==> src/sv/ansi_halfblock_encoder_unit_defines.svh <==
// Assertion macros for the ANSI half-block encoder.
`ifndef ANSI_HALFBLOCK_ENCODER_UNIT_DEFINES_SVH
`define ANSI_HALFBLOCK_ENCODER_UNIT_DEFINES_SVH

// Same-cycle implication, checked outside reset.
`define AHBE_ASSERT_NOW(label, clk, rst_n, ante, cons, msg) \
    label: assert property (@(posedge clk) disable iff (!rst_n) (ante) |-> (cons)) \
        else $error(msg);

// Next-cycle implication, checked outside reset.
`define AHBE_ASSERT_NEXT(label, clk, rst_n, ante, cons, msg) \
    label: assert property (@(posedge clk) disable iff (!rst_n) (ante) |=> (cons)) \
        else $error(msg);

`endif

==> src/sv/ahbe_pkg.sv <==
// Shared types and constants of the ANSI half-block encoder.
package ahbe_pkg;

    localparam int SLOT_COUNT = 51;
    localparam int SLOT_W     = $clog2(SLOT_COUNT);
    localparam int COLOUR_SLOTS = 19;
    localparam int BG_BASE    = 19;
    localparam int GLYPH_BASE = 38;
    localparam int NL_BASE    = 41;
    localparam int NUL_BASE   = 46;

    localparam logic [7:0] CH_ESC  = 8'h1B;
    localparam logic [7:0] CH_LBR  = 8'h5B;
    localparam logic [7:0] CH_SEMI = 8'h3B;
    localparam logic [7:0] CH_M    = 8'h6D;
    localparam logic [7:0] CH_0    = 8'h30;
    localparam logic [7:0] CH_2    = 8'h32;
    localparam logic [7:0] CH_3    = 8'h33;
    localparam logic [7:0] CH_4    = 8'h34;
    localparam logic [7:0] CH_8    = 8'h38;
    localparam logic [7:0] CH_NL   = 8'h0A;
    localparam logic [7:0] CH_NUL  = 8'h00;
    localparam logic [7:0] GLYPH_0 = 8'hE2;
    localparam logic [7:0] GLYPH_1 = 8'h96;
    localparam logic [7:0] GLYPH_2 = 8'h80;

    typedef logic [5:0][2:0][3:0] digits_t;

    typedef struct packed {
        logic [SLOT_COUNT-1:0] mask;
        digits_t               digits;
    } job_t;

    typedef struct packed {
        logic full;
        logic empty;
    } q_status_t;

    typedef struct packed {
        logic busy;
    } back_status_t;

endpackage

==> src/sv/ahbe_front.sv <==
// Front end: colour packing, change detection, decimal split, slot mask build.
module ahbe_front (
    input  logic          clk,
    input  logic          rst_n,
    input  logic          grayscale_mode,
    input  logic          in_valid,
    output logic          in_stall,
    input  logic [7:0]    top_red,
    input  logic [7:0]    top_green,
    input  logic [7:0]    top_blue,
    input  logic [7:0]    bottom_red,
    input  logic [7:0]    bottom_green,
    input  logic [7:0]    bottom_blue,
    input  logic          row_first,
    input  logic          row_last,
    input  logic          image_last,
    input  ahbe_pkg::q_status_t q_status,
    output logic          q_push,
    output ahbe_pkg::job_t q_push_job
);
    import ahbe_pkg::*;

    logic [23:0] prev_top_reg, prev_top_next;
    logic [23:0] prev_bot_reg, prev_bot_next;
    logic        known_reg, known_next;
    logic [23:0] top_rgb, bot_rgb;
    logic        known_eff, fg_en, bg_en, accept;
    logic [5:0][7:0] chan;
    logic [5:0][11:0] dig;

    function automatic logic [11:0] to_digits(input logic [7:0] v);
        logic [1:0]  h;
        logic [6:0]  r;
        logic [14:0] p;
        logic [3:0]  t;
        logic [6:0]  o;
        if (v >= 8'd200)
        begin
            h = 2'd2;
            r = 7'(v - 8'd200);
        end
        else if (v >= 8'd100)
        begin
            h = 2'd1;
            r = 7'(v - 8'd100);
        end
        else
        begin
            h = 2'd0;
            r = v[6:0];
        end
        p = 15'(r) * 15'd205;
        t = p[14:11];
        o = r - ((7'(t) << 3) + (7'(t) << 1));
        return {2'b00, h, t, o[3:0]};
    endfunction

    function automatic logic [COLOUR_SLOTS-1:0] colour_mask(input logic en,
                                                           input logic [2:0][7:0] v);
        logic [COLOUR_SLOTS-1:0] m;
        m = '0;
        if (en)
        begin
            m[6:0] = 7'h7F;
            for (int c = 0; c < 3; c++)
            begin
                m[7 + 4*c]     = (v[c] >= 8'd100);
                m[7 + 4*c + 1] = (v[c] >= 8'd10);
                m[7 + 4*c + 2] = 1'b1;
                m[7 + 4*c + 3] = 1'b1;
            end
        end
        return m;
    endfunction

    assign top_rgb = grayscale_mode ? {top_red, top_red, top_red}
                                    : {top_red, top_green, top_blue};
    assign bot_rgb = grayscale_mode ? {bottom_red, bottom_red, bottom_red}
                                    : {bottom_red, bottom_green, bottom_blue};

    assign known_eff = known_reg && !row_first;
    assign fg_en     = !known_eff || (top_rgb != prev_top_reg);
    assign bg_en     = !known_eff || (bot_rgb != prev_bot_reg);

    assign in_stall = q_status.full;
    assign accept   = in_valid && !in_stall;
    assign q_push   = accept;

    assign chan[0] = top_rgb[23:16];
    assign chan[1] = top_rgb[15:8];
    assign chan[2] = top_rgb[7:0];
    assign chan[3] = bot_rgb[23:16];
    assign chan[4] = bot_rgb[15:8];
    assign chan[5] = bot_rgb[7:0];

    always_comb
    begin
        for (int i = 0; i < 6; i++)
        begin
            dig[i] = to_digits(chan[i]);
            q_push_job.digits[i][0] = dig[i][11:8];
            q_push_job.digits[i][1] = dig[i][7:4];
            q_push_job.digits[i][2] = dig[i][3:0];
        end
        q_push_job.mask = {image_last, image_last, image_last, image_last, image_last,
                           row_last, row_last, row_last, row_last, row_last,
                           3'b111,
                           colour_mask(bg_en, {chan[5], chan[4], chan[3]}),
                           colour_mask(fg_en, {chan[2], chan[1], chan[0]})};
    end

    always_comb
    begin
        prev_top_next = prev_top_reg;
        prev_bot_next = prev_bot_reg;
        known_next    = known_reg;
        if (accept)
        begin
            prev_top_next = top_rgb;
            prev_bot_next = bot_rgb;
            known_next    = 1'b1;
        end
    end

    always_ff @(posedge clk or negedge rst_n)
    begin
        if (!rst_n)
        begin
            prev_top_reg <= '0;
            prev_bot_reg <= '0;
            known_reg    <= 1'b0;
        end
        else
        begin
            prev_top_reg <= prev_top_next;
            prev_bot_reg <= prev_bot_next;
            known_reg    <= known_next;
        end
    end

endmodule

==> src/sv/ahbe_queue.sv <==
// Short job queue between the front end and the byte sequencer.
module ahbe_queue #(
    parameter int DEPTH = 2
) (
    input  logic                clk,
    input  logic                rst_n,
    input  logic                push,
    input  ahbe_pkg::job_t      push_job,
    input  logic                pop,
    output ahbe_pkg::job_t      head_job,
    output ahbe_pkg::q_status_t status
);
    import ahbe_pkg::*;

    localparam int PTR_W = (DEPTH > 1) ? $clog2(DEPTH) : 1;
    localparam int CNT_W = $clog2(DEPTH + 1);

    job_t             store_reg [DEPTH];
    logic [PTR_W-1:0] wr_ptr_reg, wr_ptr_next;
    logic [PTR_W-1:0] rd_ptr_reg, rd_ptr_next;
    logic [CNT_W-1:0] count_reg, count_next;
    logic             do_push, do_pop;

    function automatic logic [PTR_W-1:0] bump(input logic [PTR_W-1:0] p);
        return (p == PTR_W'(DEPTH - 1)) ? '0 : PTR_W'(p + 1'b1);
    endfunction

    assign status.full  = (count_reg == CNT_W'(DEPTH));
    assign status.empty = (count_reg == '0);
    assign do_push = push && !status.full;
    assign do_pop  = pop && !status.empty;
    assign head_job = store_reg[rd_ptr_reg];

    always_comb
    begin
        wr_ptr_next = do_push ? bump(wr_ptr_reg) : wr_ptr_reg;
        rd_ptr_next = do_pop ? bump(rd_ptr_reg) : rd_ptr_reg;
        count_next  = count_reg;
        if (do_push && !do_pop)
        begin
            count_next = CNT_W'(count_reg + 1'b1);
        end
        else if (do_pop && !do_push)
        begin
            count_next = CNT_W'(count_reg - 1'b1);
        end
    end

    always_ff @(posedge clk)
    begin
        if (do_push)
        begin
            store_reg[wr_ptr_reg] <= push_job;
        end
    end

    always_ff @(posedge clk or negedge rst_n)
    begin
        if (!rst_n)
        begin
            wr_ptr_reg <= '0;
            rd_ptr_reg <= '0;
            count_reg  <= '0;
        end
        else
        begin
            wr_ptr_reg <= wr_ptr_next;
            rd_ptr_reg <= rd_ptr_next;
            count_reg  <= count_next;
        end
    end

endmodule

==> src/sv/ahbe_back.sv <==
// Back end: walks the slot mask of one job and sends one byte per beat.
module ahbe_back (
    input  logic                   clk,
    input  logic                   rst_n,
    input  ahbe_pkg::q_status_t    q_status,
    input  ahbe_pkg::job_t         head_job,
    output logic                   q_pop,
    output ahbe_pkg::back_status_t status,
    output logic                   out_valid,
    input  logic                   out_stall,
    output logic [7:0]             out_byte,
    output logic                   last_byte
);
    import ahbe_pkg::*;

    logic [SLOT_COUNT-1:0] mask_reg, mask_next;
    digits_t               digits_reg, digits_next;
    logic                  busy_reg, busy_next;
    logic                  out_valid_reg, out_valid_next;
    logic [7:0]            out_byte_reg, out_byte_next;
    logic                  last_reg, last_next;

    logic [SLOT_COUNT-1:0] low, rest;
    logic [SLOT_W-1:0]     idx;
    logic [4:0]            loc;
    logic [3:0]            off;
    logic [2:0]            ch;
    logic [2:0]            tail;
    logic                  bg_sel, nul_sel, adv;
    logic [7:0]            col_byte, slot_byte;

    assign low  = mask_reg & (~mask_reg + 1'b1);
    assign rest = mask_reg & ~low;
    assign adv  = busy_reg && (!out_valid_reg || !out_stall);
    assign q_pop = (!busy_reg || (adv && (rest == '0))) && !q_status.empty;
    assign status.busy = busy_reg;

    always_comb
    begin
        idx = '0;
        for (int i = 0; i < SLOT_COUNT; i++)
        begin
            if (low[i])
            begin
                idx = idx | SLOT_W'(i);
            end
        end
    end

    always_comb
    begin
        bg_sel = (idx >= SLOT_W'(BG_BASE));
        loc    = bg_sel ? 5'(idx - SLOT_W'(BG_BASE)) : 5'(idx);
        off    = 4'(loc - 5'd7);
        ch     = (bg_sel ? 3'd3 : 3'd0) + {1'b0, off[3:2]};
        case (loc)
            5'd0:    col_byte = CH_ESC;
            5'd1:    col_byte = CH_LBR;
            5'd2:    col_byte = bg_sel ? CH_4 : CH_3;
            5'd3:    col_byte = CH_8;
            5'd4:    col_byte = CH_SEMI;
            5'd5:    col_byte = CH_2;
            5'd6:    col_byte = CH_SEMI;
            default:
            begin
                if (off[1:0] == 2'd3)
                begin
                    col_byte = (off[3:2] == 2'd2) ? CH_M : CH_SEMI;
                end
                else
                begin
                    col_byte = CH_0 + {4'd0, digits_reg[ch][off[1:0]]};
                end
            end
        endcase

        nul_sel = (idx >= SLOT_W'(NUL_BASE));
        tail    = nul_sel ? 3'(idx - SLOT_W'(NUL_BASE)) : 3'(idx - SLOT_W'(NL_BASE));
        case (tail)
            3'd0:    slot_byte = CH_ESC;
            3'd1:    slot_byte = CH_LBR;
            3'd2:    slot_byte = CH_0;
            3'd3:    slot_byte = CH_M;
            default: slot_byte = nul_sel ? CH_NUL : CH_NL;
        endcase

        if (idx < SLOT_W'(GLYPH_BASE))
        begin
            slot_byte = col_byte;
        end
        else if (idx == SLOT_W'(GLYPH_BASE))
        begin
            slot_byte = GLYPH_0;
        end
        else if (idx == SLOT_W'(GLYPH_BASE + 1))
        begin
            slot_byte = GLYPH_1;
        end
        else if (idx == SLOT_W'(GLYPH_BASE + 2))
        begin
            slot_byte = GLYPH_2;
        end
    end

    always_comb
    begin
        mask_next      = mask_reg;
        digits_next    = digits_reg;
        busy_next      = busy_reg;
        out_valid_next = out_valid_reg;
        out_byte_next  = out_byte_reg;
        last_next      = last_reg;
        if (out_valid_reg && !out_stall)
        begin
            out_valid_next = 1'b0;
        end
        if (adv)
        begin
            out_valid_next = 1'b1;
            out_byte_next  = slot_byte;
            last_next      = (rest == '0);
            mask_next      = rest;
            if (rest == '0)
            begin
                busy_next = 1'b0;
            end
        end
        if (q_pop)
        begin
            mask_next   = head_job.mask;
            digits_next = head_job.digits;
            busy_next   = 1'b1;
        end
    end

    always_ff @(posedge clk)
    begin
        mask_reg     <= mask_next;
        digits_reg   <= digits_next;
        out_byte_reg <= out_byte_next;
        last_reg     <= last_next;
    end

    always_ff @(posedge clk or negedge rst_n)
    begin
        if (!rst_n)
        begin
            busy_reg      <= 1'b0;
            out_valid_reg <= 1'b0;
        end
        else
        begin
            busy_reg      <= busy_next;
            out_valid_reg <= out_valid_next;
        end
    end

    assign out_valid = out_valid_reg;
    assign out_byte  = out_byte_reg;
    assign last_byte = last_reg;

endmodule

==> src/sv/ansi_halfblock_encoder_unit.sv <==
// Top level of the ANSI true-colour half-block encoder.
// Input channel: one vertical pixel pair per beat (top and bottom RGB plus
// row_first, row_last, image_last), taken when in_valid is high and
// in_stall low. in_stall rises only while the job queue is full.
// Output channel: one text byte per beat on out_byte, last_byte marking the
// final byte of each pixel pair; taken when out_valid is high and out_stall low.
// Config channel: grayscale_mode written when cfg_valid and cfg_ready are
// high; cfg_ready is always high. Write it only while the block is idle.
// A pair is written to the queue, then loaded into the sequencer, then its first byte is registered on out_byte.
// Throughput: one byte per cycle from the output sequencer while out_stall is low;
// a pair is 3 to 51 bytes (41 for two colour sequences and the glyph, plus 5 per tail).
// The front end keeps taking pairs while the queue has room, so it runs
// ahead of the sequencer by up to QUEUE_DEPTH pairs.
// A stalled output holds its byte; the sequencer waits and the queue fills.
// Reset empties the queue and clears the output valid flag, grayscale mode and the
// remembered colours, so the first pair always sends both colour sequences.
`include "ansi_halfblock_encoder_unit_defines.svh"

module ansi_halfblock_encoder_unit #(
    parameter int QUEUE_DEPTH = 2
) (
    input  logic       clk,
    input  logic       rst_n,
    input  logic       cfg_valid,
    output logic       cfg_ready,
    input  logic       grayscale_mode,
    input  logic       in_valid,
    output logic       in_stall,
    input  logic [7:0] top_red,
    input  logic [7:0] top_green,
    input  logic [7:0] top_blue,
    input  logic [7:0] bottom_red,
    input  logic [7:0] bottom_green,
    input  logic [7:0] bottom_blue,
    input  logic       row_first,
    input  logic       row_last,
    input  logic       image_last,
    output logic       out_valid,
    input  logic       out_stall,
    output logic [7:0] out_byte,
    output logic       last_byte
);
    import ahbe_pkg::*;

    logic         gray_reg, gray_next;
    logic         q_push, q_pop;
    job_t         q_push_job, head_job;
    q_status_t    q_status;
    back_status_t back_status;

    assign cfg_ready = 1'b1;
    assign gray_next = (cfg_valid && cfg_ready) ? grayscale_mode : gray_reg;

    always_ff @(posedge clk or negedge rst_n)
    begin
        if (!rst_n)
        begin
            gray_reg <= 1'b0;
        end
        else
        begin
            gray_reg <= gray_next;
        end
    end

    ahbe_front u_front (
        .clk            (clk),
        .rst_n          (rst_n),
        .grayscale_mode (gray_reg),
        .in_valid       (in_valid),
        .in_stall       (in_stall),
        .top_red        (top_red),
        .top_green      (top_green),
        .top_blue       (top_blue),
        .bottom_red     (bottom_red),
        .bottom_green   (bottom_green),
        .bottom_blue    (bottom_blue),
        .row_first      (row_first),
        .row_last       (row_last),
        .image_last     (image_last),
        .q_status       (q_status),
        .q_push         (q_push),
        .q_push_job     (q_push_job)
    );

    ahbe_queue #(
        .DEPTH (QUEUE_DEPTH)
    ) u_queue (
        .clk      (clk),
        .rst_n    (rst_n),
        .push     (q_push),
        .push_job (q_push_job),
        .pop      (q_pop),
        .head_job (head_job),
        .status   (q_status)
    );

    ahbe_back u_back (
        .clk       (clk),
        .rst_n     (rst_n),
        .q_status  (q_status),
        .head_job  (head_job),
        .q_pop     (q_pop),
        .status    (back_status),
        .out_valid (out_valid),
        .out_stall (out_stall),
        .out_byte  (out_byte),
        .last_byte (last_byte)
    );

    `AHBE_ASSERT_NEXT(a_push_kept, clk, rst_n, q_push, !q_status.empty || back_status.busy, "accepted pair lost between queue and sequencer")
    `AHBE_ASSERT_NEXT(a_idle_pickup, clk, rst_n, !back_status.busy && !q_status.empty, back_status.busy, "sequencer idle with a queued pair")
    `AHBE_ASSERT_NOW(a_row_first_colours, clk, rst_n, q_push && row_first, q_push_job.mask[0] && q_push_job.mask[BG_BASE], "row start without both colour sequences")

endmodule

==> config.mk <==
export PLATFORM = sky130hd
export DESIGN_NAME = ansi_halfblock_encoder_unit
export DESIGN_NICKNAME = d
export VERILOG_FILES = /design/src/sv/ahbe_pkg.sv /design/src/sv/ahbe_front.sv /design/src/sv/ahbe_queue.sv /design/src/sv/ahbe_back.sv /design/src/sv/ansi_halfblock_encoder_unit.sv
export VERILOG_INCLUDE_DIRS = /design/src /design/src/sv
export SDC_FILE = /design/constraint.sdc
export NUM_CORES = 1
export LEC_CHECK = 0
export BUFFER_PORTS_ARGS = -buffer_cell sky130_fd_sc_hd__clkbuf_2
export CORE_MARGIN = 2
export CORE_UTILIZATION = 60
export CTS_CLUSTER_SIZE = 8
export DETAILED_ROUTE_END_ITERATION = 12
export PLACE_DENSITY = 0.84
export SLEW_MARGIN = 5
export SYNTH_ARGS = -nofsm -noshare
export SYNTH_HDL_FRONTEND = slang
export SYNTH_HIERARCHICAL = 1
export SYNTH_SLANG_ARGS = --single-unit
==> constraint.sdc <==
create_clock -name clk -period 8.15 [get_ports clk]
set_input_delay 0.4075 -clock clk [delete_from_list [all_inputs] [get_ports clk]]
set_output_delay 0.4075 -clock clk [all_outputs]
set_load 0.05 [all_outputs]
* Word level (Yosys, flattened, before mapping)
Memories as Yosys holds them, arrays and structs flattened. Index checks and enable logic that the tools add are counted.
Operators by class: $add $sub $neg 35, $mul 6, divide/modulo/power cells 0, $lt $le $gt $ge 23, equality and inequality tests 17, shifts and indexed selects 0, multiplexer cells 129, bitwise gates (word level) 4, reductions and logical operators 34
Operators with widths (number):
- 2-to-1 mux 7 bit | 19
- 2-to-1 mux 6 bit | 19
- bitwise AND 51 bit | 2
- 2-to-1 mux 51 bit | 2
- NOT 51 bit | 2
- 2-to-1 mux 8 bit | 12
- multiplier 7 x 8 -> 15 bit (second input constant) | 6
- 2-to-1 mux 5 bit | 17
- subtractor 7 bit (second input constant) | 12
- adder 51 x 1 -> 51 bit (second input constant) | 1
- zero test 51 bit | 1
- >= comparator 8 x 4 -> 1 bit (second input constant) | 6
- >= comparator 8 x 7 -> 1 bit (second input constant) | 6
- >= comparator 8 bit (second input constant) | 6
- inequality test 24 bit | 2
- case mux 8 bit (6 select lines) | 1
- 2-to-1 mux 4 bit | 10
- 2-to-1 mux 19 bit | 2
- binary-select mux 12 bit (select 3 bit) | 1
- 2-to-1 mux 2 bit | 18
- 2-to-1 mux 16 bit | 2
- case mux 8 bit (4 select lines) | 1
- adder 4 bit | 6
- subtractor 4 bit | 6
- other kinds (35) | 88
Storage, ports and cells: register bits after elaboration 188, latch bits 0, memory bits (writable) 216, ROM bits 0, input port bits 57, word-level logic and storage cells 279, memories 1
Memory list:
- u_queue.store_reg | depth 2, width 108, read ports 1, clocked after memory_dff 0, write ports 1, RTL line ahbe_queue.sv:18 | job_t store_reg [DEPTH];

* Depth between registers and ports, before layout
Gate-level depths: netlist (run 1).
depth after elaboration 67, mapped depth 34

* Modules after synthesis
The synthesis (run 1) kept the hierarchy.
Modules (own cells, without submodules):
- ahbe_front | times used 1, cells an instance 1252, area each 10968.0 µm²
- ahbe_queue | times used 1, cells an instance 402, area each 9313.9 µm²
- ahbe_back | times used 1, cells an instance 799, area each 8663.3 µm²
- ansi_halfblock_encoder_unit | times used 1, cells an instance 4, area each 51.3 µm²

* Least setup slack after synthesis (run 1)
No wires, ideal clock.
kind reg-to-reg, from register u_queue.count_reg[0], to memory u_queue/store_reg[0][0] in the netlist's numbering (enable), setup time 0.607 ns, arrival 6.308 ns, data required time 7.543 ns, slack 1.235 ns, stages on the path, launching flop included 8, path buffers 1, clock period less this slack 6.915 ns, cells stage by stage dfrtp_1 -> nand2b_1 -> inv_1 -> nand2b_1 -> clkbuf_1 -> inv_1 -> nand2_1 -> nor2_1
RTL lines:
- from (decl) | RTL line ahbe_queue.sv:21 | logic [CNT_W-1:0] count_reg, count_next;
- from (signal assigned) | RTL line ahbe_queue.sv:69 | count_reg <= count_next;
- to (decl) | RTL line ahbe_queue.sv:18

==> impl_metrics.env, run 1 <==
export IMPL_netlist_area_leader_share_pct=39.15
export IMPL_fin_crit_ns=7.684
export IMPL_yosysTopAreaCell="edfxtp_1"
export IMPL_crit_type="flop to flop"
export IMPL_drt_vias_per_instance=6.172
export IMPL_status="completed"
export IMPL_antenna_found_initial=1
export IMPL_rsz0062_at_grt="false"
export IMPL_initial_utilization_pct=60.73
export IMPL_cts_buffers_inserted=61
export IMPL_synth_most_common_cell="edfxtp_1"
export IMPL_hold_viol_final=0
export IMPL_route_antenna_remaining_nets=0
export IMPL_num_vias=19330
export IMPL_yosysSeqAreaShare_pct=43.98
export IMPL_synth_area_leaders="edfxtp_1, ha_1, dfrtp_1"
export IMPL_slowest_delay_ns=0.73
export IMPL_placed_cell_area_sq_um=29430
export IMPL_wl_per_cell_microns=21.26
export IMPL_slowest_stage="dfrtp_4"
export IMPL_tritoncts="done"
export IMPL_htreeDepth=2
export IMPL_max_cap_violations=0
export IMPL_finClkSkew_ns=0.01641
export IMPL_path_clk_slew_ns=0.05
export IMPL_cp_startpoint="gray_reg"
export IMPL_track_usage_pct=26.78
export IMPL_drive_gt1_share_pct=16.21
export IMPL_required_ns=8.50
export IMPL_max_freq_ghz=0.1301
export IMPL_worst_path_buf_inv=3
export IMPL_gp_routability_congestion=0.9595
export IMPL_maxSlewViolCount=0
export IMPL_setup_tns_ns=0
export IMPL_fp_coreArea_sq_um=47750
export IMPL_initialDrtViolationCount=1924
export IMPL_wl_met1_mm=28.03
export IMPL_yosys_register_bits=434
export IMPL_hold_path_class="input port to flop"
export IMPL_start_kind="flop"
export IMPL_critPathTopFamily="adder cells"
export IMPL_final_setup_viol_count=0
export IMPL_syn_avg_cell_area_sq_um=11.80
export IMPL_clock_latency_ns=0.63
export IMPL_port_buffers=67
export IMPL_diodes=0
export IMPL_synth_common_cells="edfxtp_1, ha_1, inv_1"
export IMPL_topRoutingLayerUsed="met4"
export IMPL_overflow=0
export IMPL_ys_flop_type="edfxtp_1"
export IMPL_grt_first_pass_wirelength_mm=105.8
export IMPL_vdd_drop_max_uv=225.1
export IMPL_met2WireLength_mm=32.22
export IMPL_regToRegStartpoint="gray_reg"
export IMPL_die_height_microns=223.8
export IMPL_synth_edf_count=378
export IMPL_p_per_area_nw_per_um2=340.4
export IMPL_fill_cells=3365
export IMPL_syn_inst=2457
export IMPL_layout_nets=2864
export IMPL_wirelength_mm=66.59
export IMPL_final_core_util_pct=65.34
export IMPL_io_pins=69
export IMPL_clk_path_buf_depth=3
export IMPL_grt_max_degree=96
export IMPL_fp_dieW_microns=223.8
export IMPL_clockRootBuffer="clkbuf_16"
export IMPL_cp_data_arrival_time_ns=8.04
export IMPL_relSlewSlack_pct=28.89
export IMPL_first_pass_iters=6
export IMPL_worstPathMaxFanout=33
export IMPL_worstHoldStart="out_stall"
export IMPL_rows=80
export IMPL_worst_pin_slew_ns=1.067
export IMPL_async_flop_share_pct=12.90
export IMPL_syn_cell_area_sq_um=29000
export IMPL_path_common_cell="ha_1"
export IMPL_grt_pass1_vias=19340
export IMPL_end_kind="flop"
export IMPL_wl_met3_mm=4.350
export IMPL_cts_sink_count=434
export IMPL_yosysWarningCount=6
export IMPL_dp_hpwl_mm=47.40
export IMPL_p_leak_nw=12.56
export IMPL_fp_dieArea_sq_um=50100
export IMPL_period_share_pct=94.28
export IMPL_stdcell_area_sq_um=31190
export IMPL_largest_register_ffs=246
export IMPL_ys_types=127
export IMPL_drcViolationCount=0
export IMPL_syn2layout_area_growth_pct=7.581
[repair_timing]
action	CTS	global route
gates resized for setup	0	1
endpoints found under the hold margin	47	0
hold buffers	2	0
setup endpoints to repair	0	2
buffers inserted	0	0
[power breakdown]
part	internal (mW)	switching, mW
registers	3.40	0.202
clock network	1.42	0.926
logic	1.95	2.73
total	6.77	3.85
[cells by family after synthesis]
| group | share of synthesized area [%] |
|---|---|
| and+or+nand+nor | 10.53 |
| DFF | 43.98 |
| AOI/OAI and AO/OA | 9.730 |
| buffers and inverters | 6.339 |
| adders and majority gates | 15.15 |
| muxes | 10.36 |
| xor gates and xnor gates | 3.879 |
| other | 0.03883 |
[placed cells by master, fill, tap and decap left out, types with 61 or more instances in the layout]
master	Yosys	routed
clkbuf_2	0	67
mux2_2	72	72
nand2_1	181	181
edfxtp_1	378	378
clkbuf_16	0	62
a21oi_1	80	80
o21ai_0	105	105
nor2_1	98	97
mux2_4	61	61
inv_1	221	221
ha_1	271	271
xnor2_1	76	76
[per-stage QoR]
step / worst slack (ns) / cells / hold WS [ns] / total power, mW
6_report: 0.4664 / 3132 / 0.05318 / 10.62
5_1_grt: 0.02550 / 3132 / 0.04730 / 11.29
4_1_cts: 0.3725 / 3132 / 0.02662 / 10.65
3_5_place_dp: 0.5755 / 3037 / 0.4583 / 8.159
3_3_place_gp: 0.9853 / 3037 / 0.4520 / 7.853
2_1_floorplan: 1.235 / 2470 / 0.1119 / 7.042
[layer usage]
metal | up-vias | track usage (%)
met1 | 9528 | 35.92
met3 | 141 | 3.987
met5 | - | 0
li1 | 8949 | -
met2 | 713 | 44.75
met4 | 0 | 9.247
[final timing paths]
kind | endpoint | slack [ns] | cells after the start
hold / removal | u_back/out_valid | 0.05 | 3
setup reg to reg | u_queue/store_reg[1][35] | 0.47 | 26
hold reg to reg | u_front/known_reg | 0.47 | 1
setup / recovery | u_queue/store_reg[1][35] | 0.47 | 26
max in group asynchronous | u_queue/rd_ptr_reg | 7.03 | 3
min in group asynchronous | u_front/prev_bot_reg[22] | 0.48 | 3
[worst reg2reg max path: stages (launching register included)]
cell      delay, ns
dfrtp_4        0.73
nand2_1        0.16
o21a_1         0.23
inv_1          0.20
ha_1           0.23
or4bb_1        0.49
o211ai_1       0.13
and2_1         0.40
nor3b_1        0.12
a211oi_2       0.44
ha_1           0.35
ha_1           0.21
fa_1           0.49
inv_1          0.06
fa_1           0.50
inv_1          0.04
ha_1           0.33
nand2_1        0.08
nor4_1         0.59
mux2i_1        0.27
nand2_2        0.16
a21oi_1        0.12
xnor2_1        0.34
ha_1           0.24
xnor2_1        0.18
xnor2_1        0.20
xnor2_1        0.13
[layout make-up]
type / count / area (sq um) / share of cell area, %
Multi-Input combinational cell: 1665 / 14470 / 46.39
Inverter: 225 / 849.6 / 2.723
Tap cell: 615 / 769.5 / 2.467
Timing Repair Buffer: 100 / 600.6 / 1.925
Clock inverter: 4 / 72.57 / 0.2326
Sequential cell: 434 / 12760 / 40.90
Clock buffer: 89 / 1673 / 5.363
Note: power is estimated with default switching activity, not from simulation.
==> run 2, diff against run 1 <==
--- a/config.mk
+++ b/config.mk
@@ -7,6 +7,7 @@
 export NUM_CORES = 1
 export LEC_CHECK = 0
 export BUFFER_PORTS_ARGS = -buffer_cell sky130_fd_sc_hd__clkbuf_2
+export CORE_ASPECT_RATIO = 0.9
 export CORE_MARGIN = 2
 export CORE_UTILIZATION = 60
 export CTS_CLUSTER_SIZE = 8
==> impl_metrics.env, run 2 (synthesized netlist as in run 1, its figures left out) <==
export IMPL_p_per_area_nw_per_um2=338.1
export IMPL_worstPathMaxFanout=33
export IMPL_overflow=0
export IMPL_max_freq_ghz=0.1294
export IMPL_fp_coreArea_sq_um=47830
export IMPL_diodes=0
export IMPL_gp_routability_congestion=0.9550
export IMPL_path_common_cell="ha_1"
export IMPL_fp_dieW_microns=235.7
export IMPL_worst_path_buf_inv=5
export IMPL_setup_tns_ns=0
export IMPL_hold_path_class="input port to flop"
export IMPL_dp_hpwl_mm=47.63
export IMPL_initialDrtViolationCount=1845
export IMPL_drcViolationCount=0
export IMPL_antenna_found_initial=0
export IMPL_wl_met1_mm=28.91
export IMPL_htreeDepth=2
export IMPL_vdd_drop_max_uv=224.8
export IMPL_layout_nets=2861
export IMPL_drt_vias_per_instance=6.113
export IMPL_route_antenna_remaining_nets=0
export IMPL_clk_path_buf_depth=3
export IMPL_grt_first_pass_wirelength_mm=105.8
export IMPL_num_vias=19190
export IMPL_clockRootBuffer="clkbuf_16"
export IMPL_fill_cells=3492
export IMPL_crit_type="flop to flop"
export IMPL_wl_met3_mm=4.781
export IMPL_final_cell_mix="edfxtp_1, ha_1, inv_1"
export IMPL_final_common_cell="edfxtp_1"
export IMPL_tritoncts="done"
export IMPL_end_kind="flop"
export IMPL_maxSlewViolCount=0
export IMPL_grt_pass1_vias=19300
export IMPL_met2WireLength_mm=31.07
export IMPL_worst_pin_slew_ns=1.242
export IMPL_relSlewSlack_pct=14.80
export IMPL_max_cap_violations=0
export IMPL_syn2layout_area_growth_pct=7.469
export IMPL_initial_utilization_pct=60.62
export IMPL_final_setup_viol_count=0
export IMPL_fin_crit_ns=7.729
export IMPL_wl_per_cell_microns=21.09
export IMPL_power_mw=10.54
export IMPL_post_cts_buffers=0
export IMPL_required_ns=8.49
export IMPL_clock_latency_ns=0.62
export IMPL_hold_viol_final=0
export IMPL_track_usage_pct=26.70
export IMPL_grt_max_degree=93
export IMPL_p_leak_nw=12.54
export IMPL_die_height_microns=212.6
export IMPL_finClkSkew_ns=0.02427
export IMPL_path_clk_slew_ns=0.06
export IMPL_io_pins=69
export IMPL_fp_dieArea_sq_um=50100
export IMPL_drive_gt1_share_pct=16.22
export IMPL_start_kind="flop"
export IMPL_status="completed"
export IMPL_period_share_pct=94.84
export IMPL_rows=76
export IMPL_slowest_delay_ns=0.72
export IMPL_cts_sink_count=434
export IMPL_wirelength_mm=66.23
export IMPL_slowest_stage="dfrtp_4"
export IMPL_critPathTopFamily="adder cells"
export IMPL_first_pass_iters=6
export IMPL_cts_buffers_inserted=61
export IMPL_topRoutingLayerUsed="met4"
export IMPL_largest_register_ffs=246
export IMPL_cp_data_arrival_time_ns=8.06
export IMPL_rsz0062_at_grt="false"
export IMPL_port_buffers=67
## run 2: area by class of cell
class	count	area, sq um	share of cell area [%]
clock inverters	4	48.80	0.1566
flip-flops and latches	434	12760	40.95
well taps	624	780.7	2.505
repair buffers	97	563.0	1.807
clock buffers	91	1690	5.424
inverters	225	849.6	2.726
multi-input cells	1665	14470	46.43
## run 2: repair_timing
action	CTS	global route
endpoints found under the hold margin	27	0
setup endpoints to repair	0	2
hold buffers	1	0
gates resized for setup	0	1
## run 2: worst paths after layout
| path | startpoint | endpoint | slack [ns] | cells after the start |
|---|---|---|---|---|
| setup reg to reg | gray_reg | u_queue/store_reg[1][23] | 0.42 | 28 |
| setup / recovery | gray_reg | u_queue/store_reg[1][23] | 0.42 | 28 |
| min in group asynchronous | rst_n | u_front/prev_bot_reg[23] | 0.50 | 3 |
| max in group asynchronous | rst_n | u_queue/rd_ptr_reg | 7.03 | 3 |
| hold reg to reg | u_front/known_reg | u_front/known_reg | 0.47 | 1 |
| hold / removal | grayscale_mode | gray_reg | 0.03 | 2 |
## run 2: report_power, final
group	internal [mW]	switching, mW	total (mW)	leakage [nW]
sequential	3.40	0.205	3.60	3.99
combinational	1.94	2.68	4.61	7.71
clock	1.40	0.915	2.32	0.840
## run 2: metal layers
layer  global-route usage [%]  vias up
met2                    43.96      759
met4                    6.479        0
met1                    37.35     9409
li1                         -     8932
met5                        0        -
met3                    4.298       94
## run 2: per-stage QoR
step	setup WS (ns)	area [sq um]	hold WS, ns	instances	utilization, %
floorplan	1.235	29050	0.1119	2470	-
global placement	0.8311	29410	0.4510	3044	61.49
detailed placement	0.5702	29410	0.4583	3044	61.49
CTS	0.3582	31160	0.002429	3140	65.15
global route	0.04215	31160	0.01658	3140	65.15
finish	0.4209	31160	0.03274	3140	65.15
